===== config.mk =====
export PLATFORM = sky130hd
export DESIGN_NAME = iq_frame_deframer
export DESIGN_NICKNAME = d
export VERILOG_FILES = /design/src/rtl/iqfd_pkg.sv /design/src/rtl/iq_frame_deframer.sv /design/src/rtl/iqfd_core.sv
export SDC_FILE = /design/constraint.sdc
export NUM_CORES = 1
export LEC_CHECK = 0
export BUFFER_PORTS_ARGS = -buffer_cell sky130_fd_sc_hd__buf_2
export CAP_MARGIN = 15
export CORE_MARGIN = 5
export CORE_UTILIZATION = 55
export CTS_BUF_LIST = sky130_fd_sc_hd__clkbuf_16
export DETAILED_ROUTE_END_ITERATION = 12
export PLACE_DENSITY = 0.79
export SETUP_SLACK_MARGIN = 0.5
export SYNTH_ARGS = -nofsm -noshare
export SYNTH_HDL_FRONTEND = slang
export SYNTH_SLANG_ARGS = --single-unit

===== constraint.sdc =====
create_clock -name clk -period 4.8 [get_ports clk]
set_input_delay 0.72 -clock clk [delete_from_list [all_inputs] [get_ports clk]]
set_output_delay 0.72 -clock clk [all_outputs]
set_load 0.02 [all_outputs]

===== src/rtl/iqfd_pkg.sv =====
// ----------------------------------------------------------------------------
// iqfd_pkg
// Shared types, codes and constants of the IQ frame deframer.
// ----------------------------------------------------------------------------
`default_nettype none

package iqfd_pkg;

  localparam int unsigned MAX_SAMPLES  = 65536;
  localparam int unsigned HEADER_BYTES = 20;
  localparam int unsigned SAMPLE_BYTES = 8;

  localparam logic [31:0] RATE_DEFAULT = 32'd48000;
  localparam logic [31:0] MAX_COUNT    = 32'(MAX_SAMPLES);
  localparam logic [4:0]  HDR_LAST_POS = 5'(HEADER_BYTES - 1);
  localparam logic [4:0]  HDR_SEQ_POS  = 5'd8;
  localparam logic [4:0]  HDR_RATE_POS = 5'd12;
  localparam logic [4:0]  HDR_CNT_POS  = 5'd16;
  localparam logic [2:0]  SMP_Q_POS    = 3'(SAMPLE_BYTES / 2);
  localparam logic [2:0]  SMP_LAST_POS = 3'(SAMPLE_BYTES - 1);

  typedef enum logic [1:0] {
    PH_HEADER  = 2'd0,
    PH_SAMPLES = 2'd1,
    PH_HALTED  = 2'd2
  } phase_t;

  typedef enum logic {
    KIND_SAMPLE = 1'b0,
    KIND_ERROR  = 1'b1
  } kind_t;

  typedef enum logic [1:0] {
    ERR_BAD_HEADER = 2'd0,
    ERR_OVERSIZED  = 2'd1,
    ERR_LOST_FRAME = 2'd2
  } err_t;

  // Error code field of a sample result.
  localparam logic [1:0] ERR_NONE = 2'd0;

  typedef struct packed {
    logic        kind;
    logic [1:0]  error_code;
    logic [31:0] i_bits;
    logic [31:0] q_bits;
    logic [31:0] frame_sequence;
    logic        last_in_frame;
  } result_t;

  // Fixed part of the header: magic, version, type, header length.
  function automatic logic [7:0] fixed_head_byte(input logic [2:0] idx);
    logic [7:0] val;
    unique case (idx)
      3'd0:    val = 8'h46;
      3'd1:    val = 8'h31;
      3'd2:    val = 8'h35;
      3'd3:    val = 8'h49;
      3'd4:    val = 8'h01;
      3'd5:    val = 8'h01;
      3'd6:    val = 8'h00;
      default: val = 8'h14;
    endcase
    return val;
  endfunction

endpackage

`default_nettype wire


===== src/rtl/iq_frame_deframer.sv =====
// An accepted word waits in the input register, is decoded by the core
//   combinationally and has its result loaded into the output register.
// Throughput: one word per cycle; the input register and the output register
//   move together whenever the output register is empty or being taken.
// Reset: synchronous active-low rst_n clears the valid flags of both registers
//   and the frame state, and sets expected_rate to 48000.
// ----------------------------------------------------------------------------
// iq_frame_deframer
// Byte-stream IQ frame deframer: header check, sequence check, sample words.
// ----------------------------------------------------------------------------
`default_nettype none

module iq_frame_deframer
  import iqfd_pkg::*;
(
  input  wire logic        clk,
  input  wire logic        rst_n,
  // configuration
  input  wire logic        cfg_we,
  input  wire logic [31:0] cfg_data,
  // input channel
  input  wire logic        in_valid,
  output logic             in_stall,
  input  wire logic        in_command,
  input  wire logic [7:0]  in_data_byte,
  // result channel
  output logic             out_valid,
  input  wire logic        out_stall,
  output logic             out_kind,
  output logic [1:0]       out_error_code,
  output logic [31:0]      out_i_bits,
  output logic [31:0]      out_q_bits,
  output logic [31:0]      out_frame_sequence,
  output logic             out_last_in_frame
);

  // Input register: holds the word waiting to be decoded.
  logic       in_valid_r;
  logic       in_cmd_r;
  logic [7:0] in_byte_r;

  // Output register: holds the finished result until taken.
  logic       out_valid_r;
  result_t    out_res_r;

  logic       advance;
  logic       step;
  logic       res_valid;
  result_t    res;

  // Advance the pipe when the output register is free or drains this cycle.
  assign advance  = !out_valid_r || !out_stall;
  assign step     = in_valid_r && advance;
  // Stall the input only while a held word cannot move on.
  assign in_stall = in_valid_r && !advance;

  always_ff @(posedge clk) begin
    if (!rst_n) begin
      in_valid_r <= 1'b0;
    end else if (!in_stall) begin
      in_valid_r <= in_valid;
    end
  end

  always_ff @(posedge clk) begin
    if (in_valid && !in_stall) begin
      in_cmd_r  <= in_command;
      in_byte_r <= in_data_byte;
    end
  end

  iqfd_core u_core (
    .clk       (clk),
    .rst_n     (rst_n),
    .cfg_we    (cfg_we),
    .cfg_data  (cfg_data),
    .step      (step),
    .command   (in_cmd_r),
    .data_byte (in_byte_r),
    .res_valid (res_valid),
    .res       (res)
  );

  // Load a result when the pipe advances; drop the valid flag when taken
  // and nothing new arrives.
  always_ff @(posedge clk) begin
    if (!rst_n) begin
      out_valid_r <= 1'b0;
    end else if (advance) begin
      out_valid_r <= step && res_valid;
    end
  end

  always_ff @(posedge clk) begin
    if (step && res_valid) begin
      out_res_r <= res;
    end
  end

  assign out_valid          = out_valid_r;
  assign out_kind           = out_res_r.kind;
  assign out_error_code     = out_res_r.error_code;
  assign out_i_bits         = out_res_r.i_bits;
  assign out_q_bits         = out_res_r.q_bits;
  assign out_frame_sequence = out_res_r.frame_sequence;
  assign out_last_in_frame  = out_res_r.last_in_frame;

endmodule

`default_nettype wire


===== src/rtl/iqfd_core.sv =====
// ----------------------------------------------------------------------------
// iqfd_core
// Frame state and per-word decode: header check, sample assembly, errors.
// ----------------------------------------------------------------------------
`default_nettype none

module iqfd_core
  import iqfd_pkg::*;
(
  input  wire logic        clk,
  input  wire logic        rst_n,
  input  wire logic        cfg_we,
  input  wire logic [31:0] cfg_data,
  input  wire logic        step,
  input  wire logic        command,
  input  wire logic [7:0]  data_byte,
  output logic             res_valid,
  output result_t          res
);

  logic [31:0] exp_rate_r;
  phase_t      phase_r,     phase_nxt;
  logic [4:0]  hpos_r,      hpos_nxt;
  logic        hok_r,       hok_nxt;
  logic [31:0] seq_r,       seq_nxt;
  logic [31:0] rate_r,      rate_nxt;
  logic [31:0] count_r,     count_nxt;
  logic [16:0] left_r,      left_nxt;
  logic [2:0]  sbp_r,       sbp_nxt;
  logic [31:0] i_asm_r,     i_asm_nxt;
  logic [23:0] q_asm_r,     q_asm_nxt;
  logic        have_prev_r, have_prev_nxt;
  logic [31:0] next_seq_r,  next_seq_nxt;

  logic [31:0] count_fin;
  logic [16:0] left_dec;
  logic [1:0]  q_lane;

  assign count_fin = {count_r[23:0], data_byte};
  assign left_dec  = left_r - 17'd1;
  assign q_lane    = 2'(sbp_r - SMP_Q_POS);

  always_comb begin
    phase_nxt     = phase_r;
    hpos_nxt      = hpos_r;
    hok_nxt       = hok_r;
    seq_nxt       = seq_r;
    rate_nxt      = rate_r;
    count_nxt     = count_r;
    left_nxt      = left_r;
    sbp_nxt       = sbp_r;
    i_asm_nxt     = i_asm_r;
    q_asm_nxt     = q_asm_r;
    have_prev_nxt = have_prev_r;
    next_seq_nxt  = next_seq_r;
    res_valid     = 1'b0;
    res           = '0;

    if (step) begin
      if (command) begin
        have_prev_nxt = 1'b0;
        phase_nxt     = PH_HEADER;
        hpos_nxt      = '0;
        hok_nxt       = 1'b1;
      end else begin
        unique case (phase_r)
          PH_HEADER: begin
            if (hpos_r < HDR_SEQ_POS) begin
              if (data_byte != fixed_head_byte(hpos_r[2:0])) begin
                hok_nxt = 1'b0;
              end
            end else if (hpos_r < HDR_RATE_POS) begin
              seq_nxt = {seq_r[23:0], data_byte};
            end else if (hpos_r < HDR_CNT_POS) begin
              rate_nxt = {rate_r[23:0], data_byte};
            end else begin
              count_nxt = count_fin;
            end

            if (hpos_r != HDR_LAST_POS) begin
              hpos_nxt = hpos_r + 5'd1;
            end else begin
              hpos_nxt = '0;
              res.frame_sequence = seq_r;
              res.kind           = KIND_ERROR;
              if (!hok_r || rate_r != exp_rate_r) begin
                res_valid      = 1'b1;
                res.error_code = ERR_BAD_HEADER;
                phase_nxt      = PH_HALTED;
              end else if (count_fin > MAX_COUNT) begin
                res_valid      = 1'b1;
                res.error_code = ERR_OVERSIZED;
                phase_nxt      = PH_HALTED;
              end else if (have_prev_r && seq_r != next_seq_r) begin
                res_valid      = 1'b1;
                res.error_code = ERR_LOST_FRAME;
                phase_nxt      = PH_HALTED;
              end else begin
                res           = '0;
                next_seq_nxt  = seq_r + 32'd1;
                have_prev_nxt = 1'b1;
                left_nxt      = count_fin[16:0];
                sbp_nxt       = '0;
                i_asm_nxt     = '0;
                q_asm_nxt     = '0;
                if (count_fin[16:0] == 17'd0) begin
                  phase_nxt = PH_HEADER;
                  hok_nxt   = 1'b1;
                end else begin
                  phase_nxt = PH_SAMPLES;
                end
              end
            end
          end

          PH_SAMPLES: begin
            if (sbp_r < SMP_Q_POS) begin
              i_asm_nxt = i_asm_r | ({24'd0, data_byte} << {sbp_r[1:0], 3'd0});
              sbp_nxt   = sbp_r + 3'd1;
            end else if (sbp_r != SMP_LAST_POS) begin
              q_asm_nxt = q_asm_r | ({16'd0, data_byte} << {q_lane, 3'd0});
              sbp_nxt   = sbp_r + 3'd1;
            end else begin
              res_valid          = 1'b1;
              res.kind           = KIND_SAMPLE;
              res.error_code     = ERR_NONE;
              res.i_bits         = i_asm_r;
              res.q_bits         = {data_byte, q_asm_r};
              res.frame_sequence = seq_r;
              res.last_in_frame  = (left_dec == 17'd0);
              left_nxt           = left_dec;
              sbp_nxt            = '0;
              i_asm_nxt          = '0;
              q_asm_nxt          = '0;
              if (left_dec == 17'd0) begin
                phase_nxt = PH_HEADER;
                hpos_nxt  = '0;
                hok_nxt   = 1'b1;
              end
            end
          end

          PH_HALTED: begin
            phase_nxt = PH_HALTED;
          end

          default: begin
            phase_nxt = phase_r;
          end
        endcase
      end
    end
  end

  always_ff @(posedge clk) begin
    if (!rst_n) begin
      exp_rate_r  <= RATE_DEFAULT;
      phase_r     <= PH_HEADER;
      hpos_r      <= '0;
      hok_r       <= 1'b1;
      seq_r       <= '0;
      rate_r      <= '0;
      count_r     <= '0;
      left_r      <= '0;
      sbp_r       <= '0;
      i_asm_r     <= '0;
      q_asm_r     <= '0;
      have_prev_r <= 1'b0;
      next_seq_r  <= '0;
    end else begin
      if (cfg_we) begin
        exp_rate_r <= cfg_data;
      end
      phase_r     <= phase_nxt;
      hpos_r      <= hpos_nxt;
      hok_r       <= hok_nxt;
      seq_r       <= seq_nxt;
      rate_r      <= rate_nxt;
      count_r     <= count_nxt;
      left_r      <= left_nxt;
      sbp_r       <= sbp_nxt;
      i_asm_r     <= i_asm_nxt;
      q_asm_r     <= q_asm_nxt;
      have_prev_r <= have_prev_nxt;
      next_seq_r  <= next_seq_nxt;
    end
  end

endmodule

`default_nettype wire


# --- Word level (Yosys, flattened, before mapping) ---
# Cells that the tools add are included.
# Widths: inputs -> output; s select.
classes:
  n_lt_le_gt_ge: 5
  eq_ne: 28
  add_sub_neg: 5
  n_bitwise: 11
  n_shift: 2
  muxes: 86
  reduce_logical: 33
op_table:
  columns: ["cell", "n"]
  rows:
  - ["$mux 100", 2]
  - ["$pmux 100 s2", 1]
  - ["$mux 32", 6]
  - ["$mux 24", 6]
  - ["$mux 17", 6]
  - ["$mux 33", 3]
  - ["$mux 97", 1]
  - ["$ne 32x32->1", 2]
  - ["$pmux 32 s2", 1]
  - ["$pmux 24 s2", 1]
  - ["$pmux 7 s6", 1]
  - ["$logic_not 17->1", 2]
  - ["$pmux 17 s2", 1]
  - ["$add 32x1->32 const B", 1]
  - ["$gt 32x17->1 const B", 1]
  - ["$mux 8", 4]
  - ["$or 32x32->32", 1]
  - ["$shl 8x5->32", 1]
  - ["$mux 1", 26]
  - ["$mux 5", 5]
  - ["$or 24x24->24", 1]
  - ["$reduce_and 6->1", 4]
  - ["$shl 8x5->24", 1]
  - ["$mux 2", 11]
  - ["36 further kinds", 81]
word_totals:
  register_bits: 348
  output_inout_bits: 102
  input_bits: 46

# --- Longest topological paths before layout ---
depth:
  ltp_word: 17
  depth_mapped: 11
  ltp_nobuf: 9

# --- Cells and area by module ---
# From an unflattened synthesis, not the netlist that was laid out.
unflattened:
  cells_unflattened: 1634
  area_unflattened_um2: 15342.2
by_module_without_submodules:
  columns: ["module", "area_per_inst_um2", "cells_per_inst", "n_inst", "seq_area_each_um2"]
  rows:
  - ["iqfd_core", 11977.7, 1515, 1, 4744.6]
  - ["iq_frame_deframer", 3364.5, 119, 1, 3313.2]

# --- Worst setup path after synthesis ---
# OpenSTA, ideal clock, no wires.
synth_path:
  path_kind: "input port to flip-flop"
  from: "in out_stall"
  to: "reg out_res_r, in the netlist out_error_code[0], enable pin"
  stages: 6
  arrival_ns: 3.595
  required_time_ns: 4.347
  setup_slack_ns: 0.752
  path_cell_list: "nand2_1 > nand2_1 > nor2_1 > clkbuf_1 > a32oi_1 > inv_1"
synth_via:
  elab_chain_len: 5
synth_lines:
  columns: ["element", "line_no", "source"]
  rows:
  - ["from (decl)", "iq_frame_deframer.sv:28", "input wire logic out_stall,"]
  - ["$logic_not 1->1 *", "iq_frame_deframer.sv:52", "assign advance = !out_valid_r || !out_stall;"]
  - ["$logic_or 1x1->1 *", "iq_frame_deframer.sv:52", null]
  - ["$logic_and 1x1->1 *", "iq_frame_deframer.sv:53", "assign step = in_valid_r && advance;"]
  - ["$mux 1", "iqfd_core.sv:59", "if (step) begin"]
  - ["$logic_and 1x1->1 *", "iq_frame_deframer.sv:95", "if (step && res_valid) begin"]
  - ["to (signal assigned)", "iq_frame_deframer.sv:96", "out_res_r <= res;"]
  - ["to (decl)", "iq_frame_deframer.sv:44", "result_t out_res_r;"]
# Mark *: on every way between the ends. The rest lies on a longest branch, timed or not.
# A chain may end at the register's enable or synchronous reset.

# --- Worst setup path after layout ---
layout_path:
  from: "reg u_core.seq_r[16]"
  to: "reg out_res_r, in the netlist out_i_bits[17], enable pin"
layout_via:
  elab_chain_len: 10
layout_lines:
  columns: ["element", "line_no", "source"]
  rows:
  - ["from (decl)", "iqfd_core.sv:25", "logic [31:0] seq_r, seq_nxt;"]
  - ["from (signal assigned)", "iqfd_core.sv:177", "seq_r <= seq_nxt;"]
  - ["$ne 32x32->1", "iqfd_core.sv:94", "end else if (have_prev_r && seq_r != next_seq_r) begin"]
  - ["$logic_and 1x1->1", "iqfd_core.sv:94", null]
  - ["$mux 1", "iqfd_core.sv:94", null]
  - ["$mux 1", "iqfd_core.sv:90", "end else if (count_fin > MAX_COUNT) begin"]
  - ["$mux 1", "iqfd_core.sv:86", "if (!hok_r || rate_r != exp_rate_r) begin"]
  - ["$mux 1", "iqfd_core.sv:80", "if (hpos_r != HDR_LAST_POS) begin"]
  - ["$pmux 1 s2", "iqfd_core.sv:66", "unique case (phase_r)"]
  - ["$mux 1", "iqfd_core.sv:60", "if (command) begin"]
  - ["$mux 1", "iqfd_core.sv:59", null]
  - ["$logic_and 1x1->1", "iq_frame_deframer.sv:95", null]
# No other way between the ends.

==> flow_summary_export.csv <==
group,metric,value,unit
worst_setup_path,worstPathRequired,5010,ps
final_layout,nets,1763,
job,drv_cap,0,
floorplanning,die_h,178,um
timing,tns,0,ps
yosys,ys_types,66,
yosys,avgSynthCellArea,9.47,um^2
drt,drt_first_pass_iters,5,
grt,grt_pass1_vias,11497,
clocking,cts_tree,"built",
clocking,cts_buffer_depth,3,
grt,grt_first_pass_wirelength,62.0,mm
yosys,ys_top_cells_by_area,"dfxtp_1 (31%), edfxtp_1 (21%), nor2_1 (4.7%), mux2i_1 (4.7%), nand2_1 (4.2%)",
floorplanning,core,0.0278,mm^2
placement,placed_area,0.0163,mm^2
drt,drt-total-wl,39.1,mm
grt,grtUsageTotal,0.241,
worst_setup_path,path_cells,"xor2_1 -> nor4_1 -> nand2_1 -> o41ai_1 -> nand2b_1 -> a32oi_1 -> inv_4 -> buf_4",
floorplanning,io_pins,148,
pwr,power_density,342,mW/mm^2
floorplanning,die_x,178,um
grt,gr-total-overflow,0,
clocking,htreeDepth,2,
clocking,path_clk_slew,60,ps
placement,gp_congestion,0.972,
timing,fmax,280,MHz
drt,wl_per_cell,18.6,um
yosys,yosys.cell_count.top_type,"dfxtp_1",
clocking,clock-sinks,348,
worst_setup_path,path_class,"reg2reg",
timing,worst_pin_slew,1120,ps
clocking,cts-root-buf,"clkbuf_16",
outcome,status,"completed",
drt,viasPerCell,5.88,
floorplanning,start_util,0.557,
placement,portBuffers,147,
clocking,clock_latency,510,ps
final_layout,final_util,0.629,
timing,setup_slack,1230,ps
clocking,cts_post_setup_buffers_inserted,0,
worst_setup_path,cp_slowest_cell,"o41ai_1",
timing,setup_viol,0,
final_layout,diodes,0,
yosys,ys_ff_latch,348,
yosys,syn_area,0.0155,mm^2
timing,fin_crit_sh,0.745,
placement,dp_slack,1320,ps
yosys,synth_commonest_cells,"dfxtp_1 (239), nor2_1 (195), nand2_1 (174), clkbuf_1 (115), edfxtp_1 (109)",
timing,slew_viol_final,0,
yosys,yosysSeqAreaShare,0.521,
worst_setup_path,cp-start-kind,"register",
worst_setup_path,critPathCaptureType,"register",
drt,drt_iter0_drc,1226,
yosys,synth_top_area_frac,0.309,
worst_setup_path,crit_family,"compound AO/OA/AOI/OAI gates",
worst_setup_path,crit_fanout,49,
timing,min_period,3570,ps
timing,hold_violations,0,
yosys,synth-warning-count,0,
placement,hpwl,25.8,mm
timing,rsz0062_at_grt,"no",
min_path,hp-class,"in2reg",
timing,skew,19.5,ps
yosys,yosys_most_used_dff,"dfxtp_1",
floorplanning,dieArea,0.0316,mm^2
pwr,p_total,5.98,mW
yosys,synth-edff-count,109,
yosys,syn-num-nets,1698,
final_layout,drive_above_1_share,0.143,
clocking,cts_buffers,35,
clocking,cts_hold_buf,0,
grt,grt_max_degree,84,
final_layout,syn_to_final_growth,12.9,%
grt,antenna_found_initial,0,
timing,max_slew_margin,0.233,
yosys,yosysTopAreaCell,"dfxtp_1",
worst_setup_path,cp.arrival,3780,ps
pwr,ir_worst_vdd,0.360,mV
yosys,syn_inst,1634,
drt,vias,12367,
yosys,synthArstFlopShare,0,
pwr,p_leak,7.05,nW
drt,drt_drc_violations_left,0,
drt,detail-route-antenna-nets,0,
floorplanning,fp-row-count,61,
clocking,post_cts_resized,0,
worst_setup_path,critPathMaxStageDelay,820,ps
final_layout,design_area,0.0175,mm^2
worst_setup_path,cp_num_buf_inv,2,
-- final timing paths --
| path | slack [ps] | start | cells after the start | to |
|---|---|---|---|---|
| worst min-delay path | 390 | in_data_byte[4] | 1 | in_byte_r[4] |
| worst min register to register | 460 | u_core.count_r[22] | 2 | u_core.count_r[22] |
| worst max register to register | 1230 | u_core.seq_r[16] | 8 | out_i_bits[17] |
| worst max-delay path | 1230 | u_core.seq_r[16] | 8 | out_i_bits[17] |
-- layer usage --
metal | wire length, um | global-route usage | vias to the layer above
li1 | - | - | 5902
met4 | 860 | 0.0619 | 0
met5 | 0 | 0 | -
met3 | 3170 | 0.0394 | 65
met1 | 17300 | 0.351 | 5878
met2 | 17800 | 0.377 | 522
-- power by group --
part           total [mW]  switching [mW]  internal [mW]  leakage, nW
registers            3.08          0.0383           3.04         3.18
clock network        2.71            1.15           1.56        0.572
logic               0.193           0.125         0.0685         3.30
-- area by class of cell --
cell class / count / area (um^2)
fillers: 2286 / 10300
flip-flops and latches: 348 / 8060
multi-input cells: 1124 / 6830
repair buffers: 165 / 898
clock buffers: 35 / 876
well taps: 378 / 473
clock inverters: 27 / 246
inverters: 25 / 98.8
-- registers in the layout, summed over array words and instances (netlist names), 2 cells and up --
signal and cells:
out_i_bits 32, u_core.phase_r 2, u_core.hpos_r 5, u_core.q_asm_r 24, u_core.exp_rate_r 32, out_q_bits 32
out_error_code 2, u_core.i_asm_r 32, u_core.count_r 24, u_core.next_seq_r 32, u_core.seq_r 32, out_frame_sequence 32
in_byte_r 8, u_core.sbp_r 3, u_core.rate_r 32, u_core.left_r 17
-- cells in the final DEF, fill, tap and decap left out, types with 23 or more instances in the layout --
cell	instances
dfxtp_1	239
nor2_1	190
nand2_1	174
buf_2	147
edfxtp_1	109
and3_1	77
a21oi_1	74
mux2i_1	72
a31oi_1	58
nor3_1	56
xnor2_1	51
xor2_1	48
and2_1	38
a211oi_1	35
clkbuf_16	35
nand3_1	28
inv_1	26
o21ai_0	26
nand4_1	23
-- cell families after synthesis --
family	after synthesis	synth area share
AOI/OAI and AO/OA	262	0.109
xor gates and xnor gates	99	0.0560
adders and majority gates	18	0.0146
buffers and inverters	162	0.0415
DFF	348	0.521
muxes	74	0.0480
and+or+nand+nor	671	0.210
-- per-stage QoR --
step | hold WS (ps) | std cells
finish | 391 | 2102
global route | 374 | 2102
CTS | 374 | 2101
detailed placement | 450 | 2039
global placement | 439 | 2038
floorplan | 429 | 1634
No activity file was read; power rests on OpenSTA's default activity.
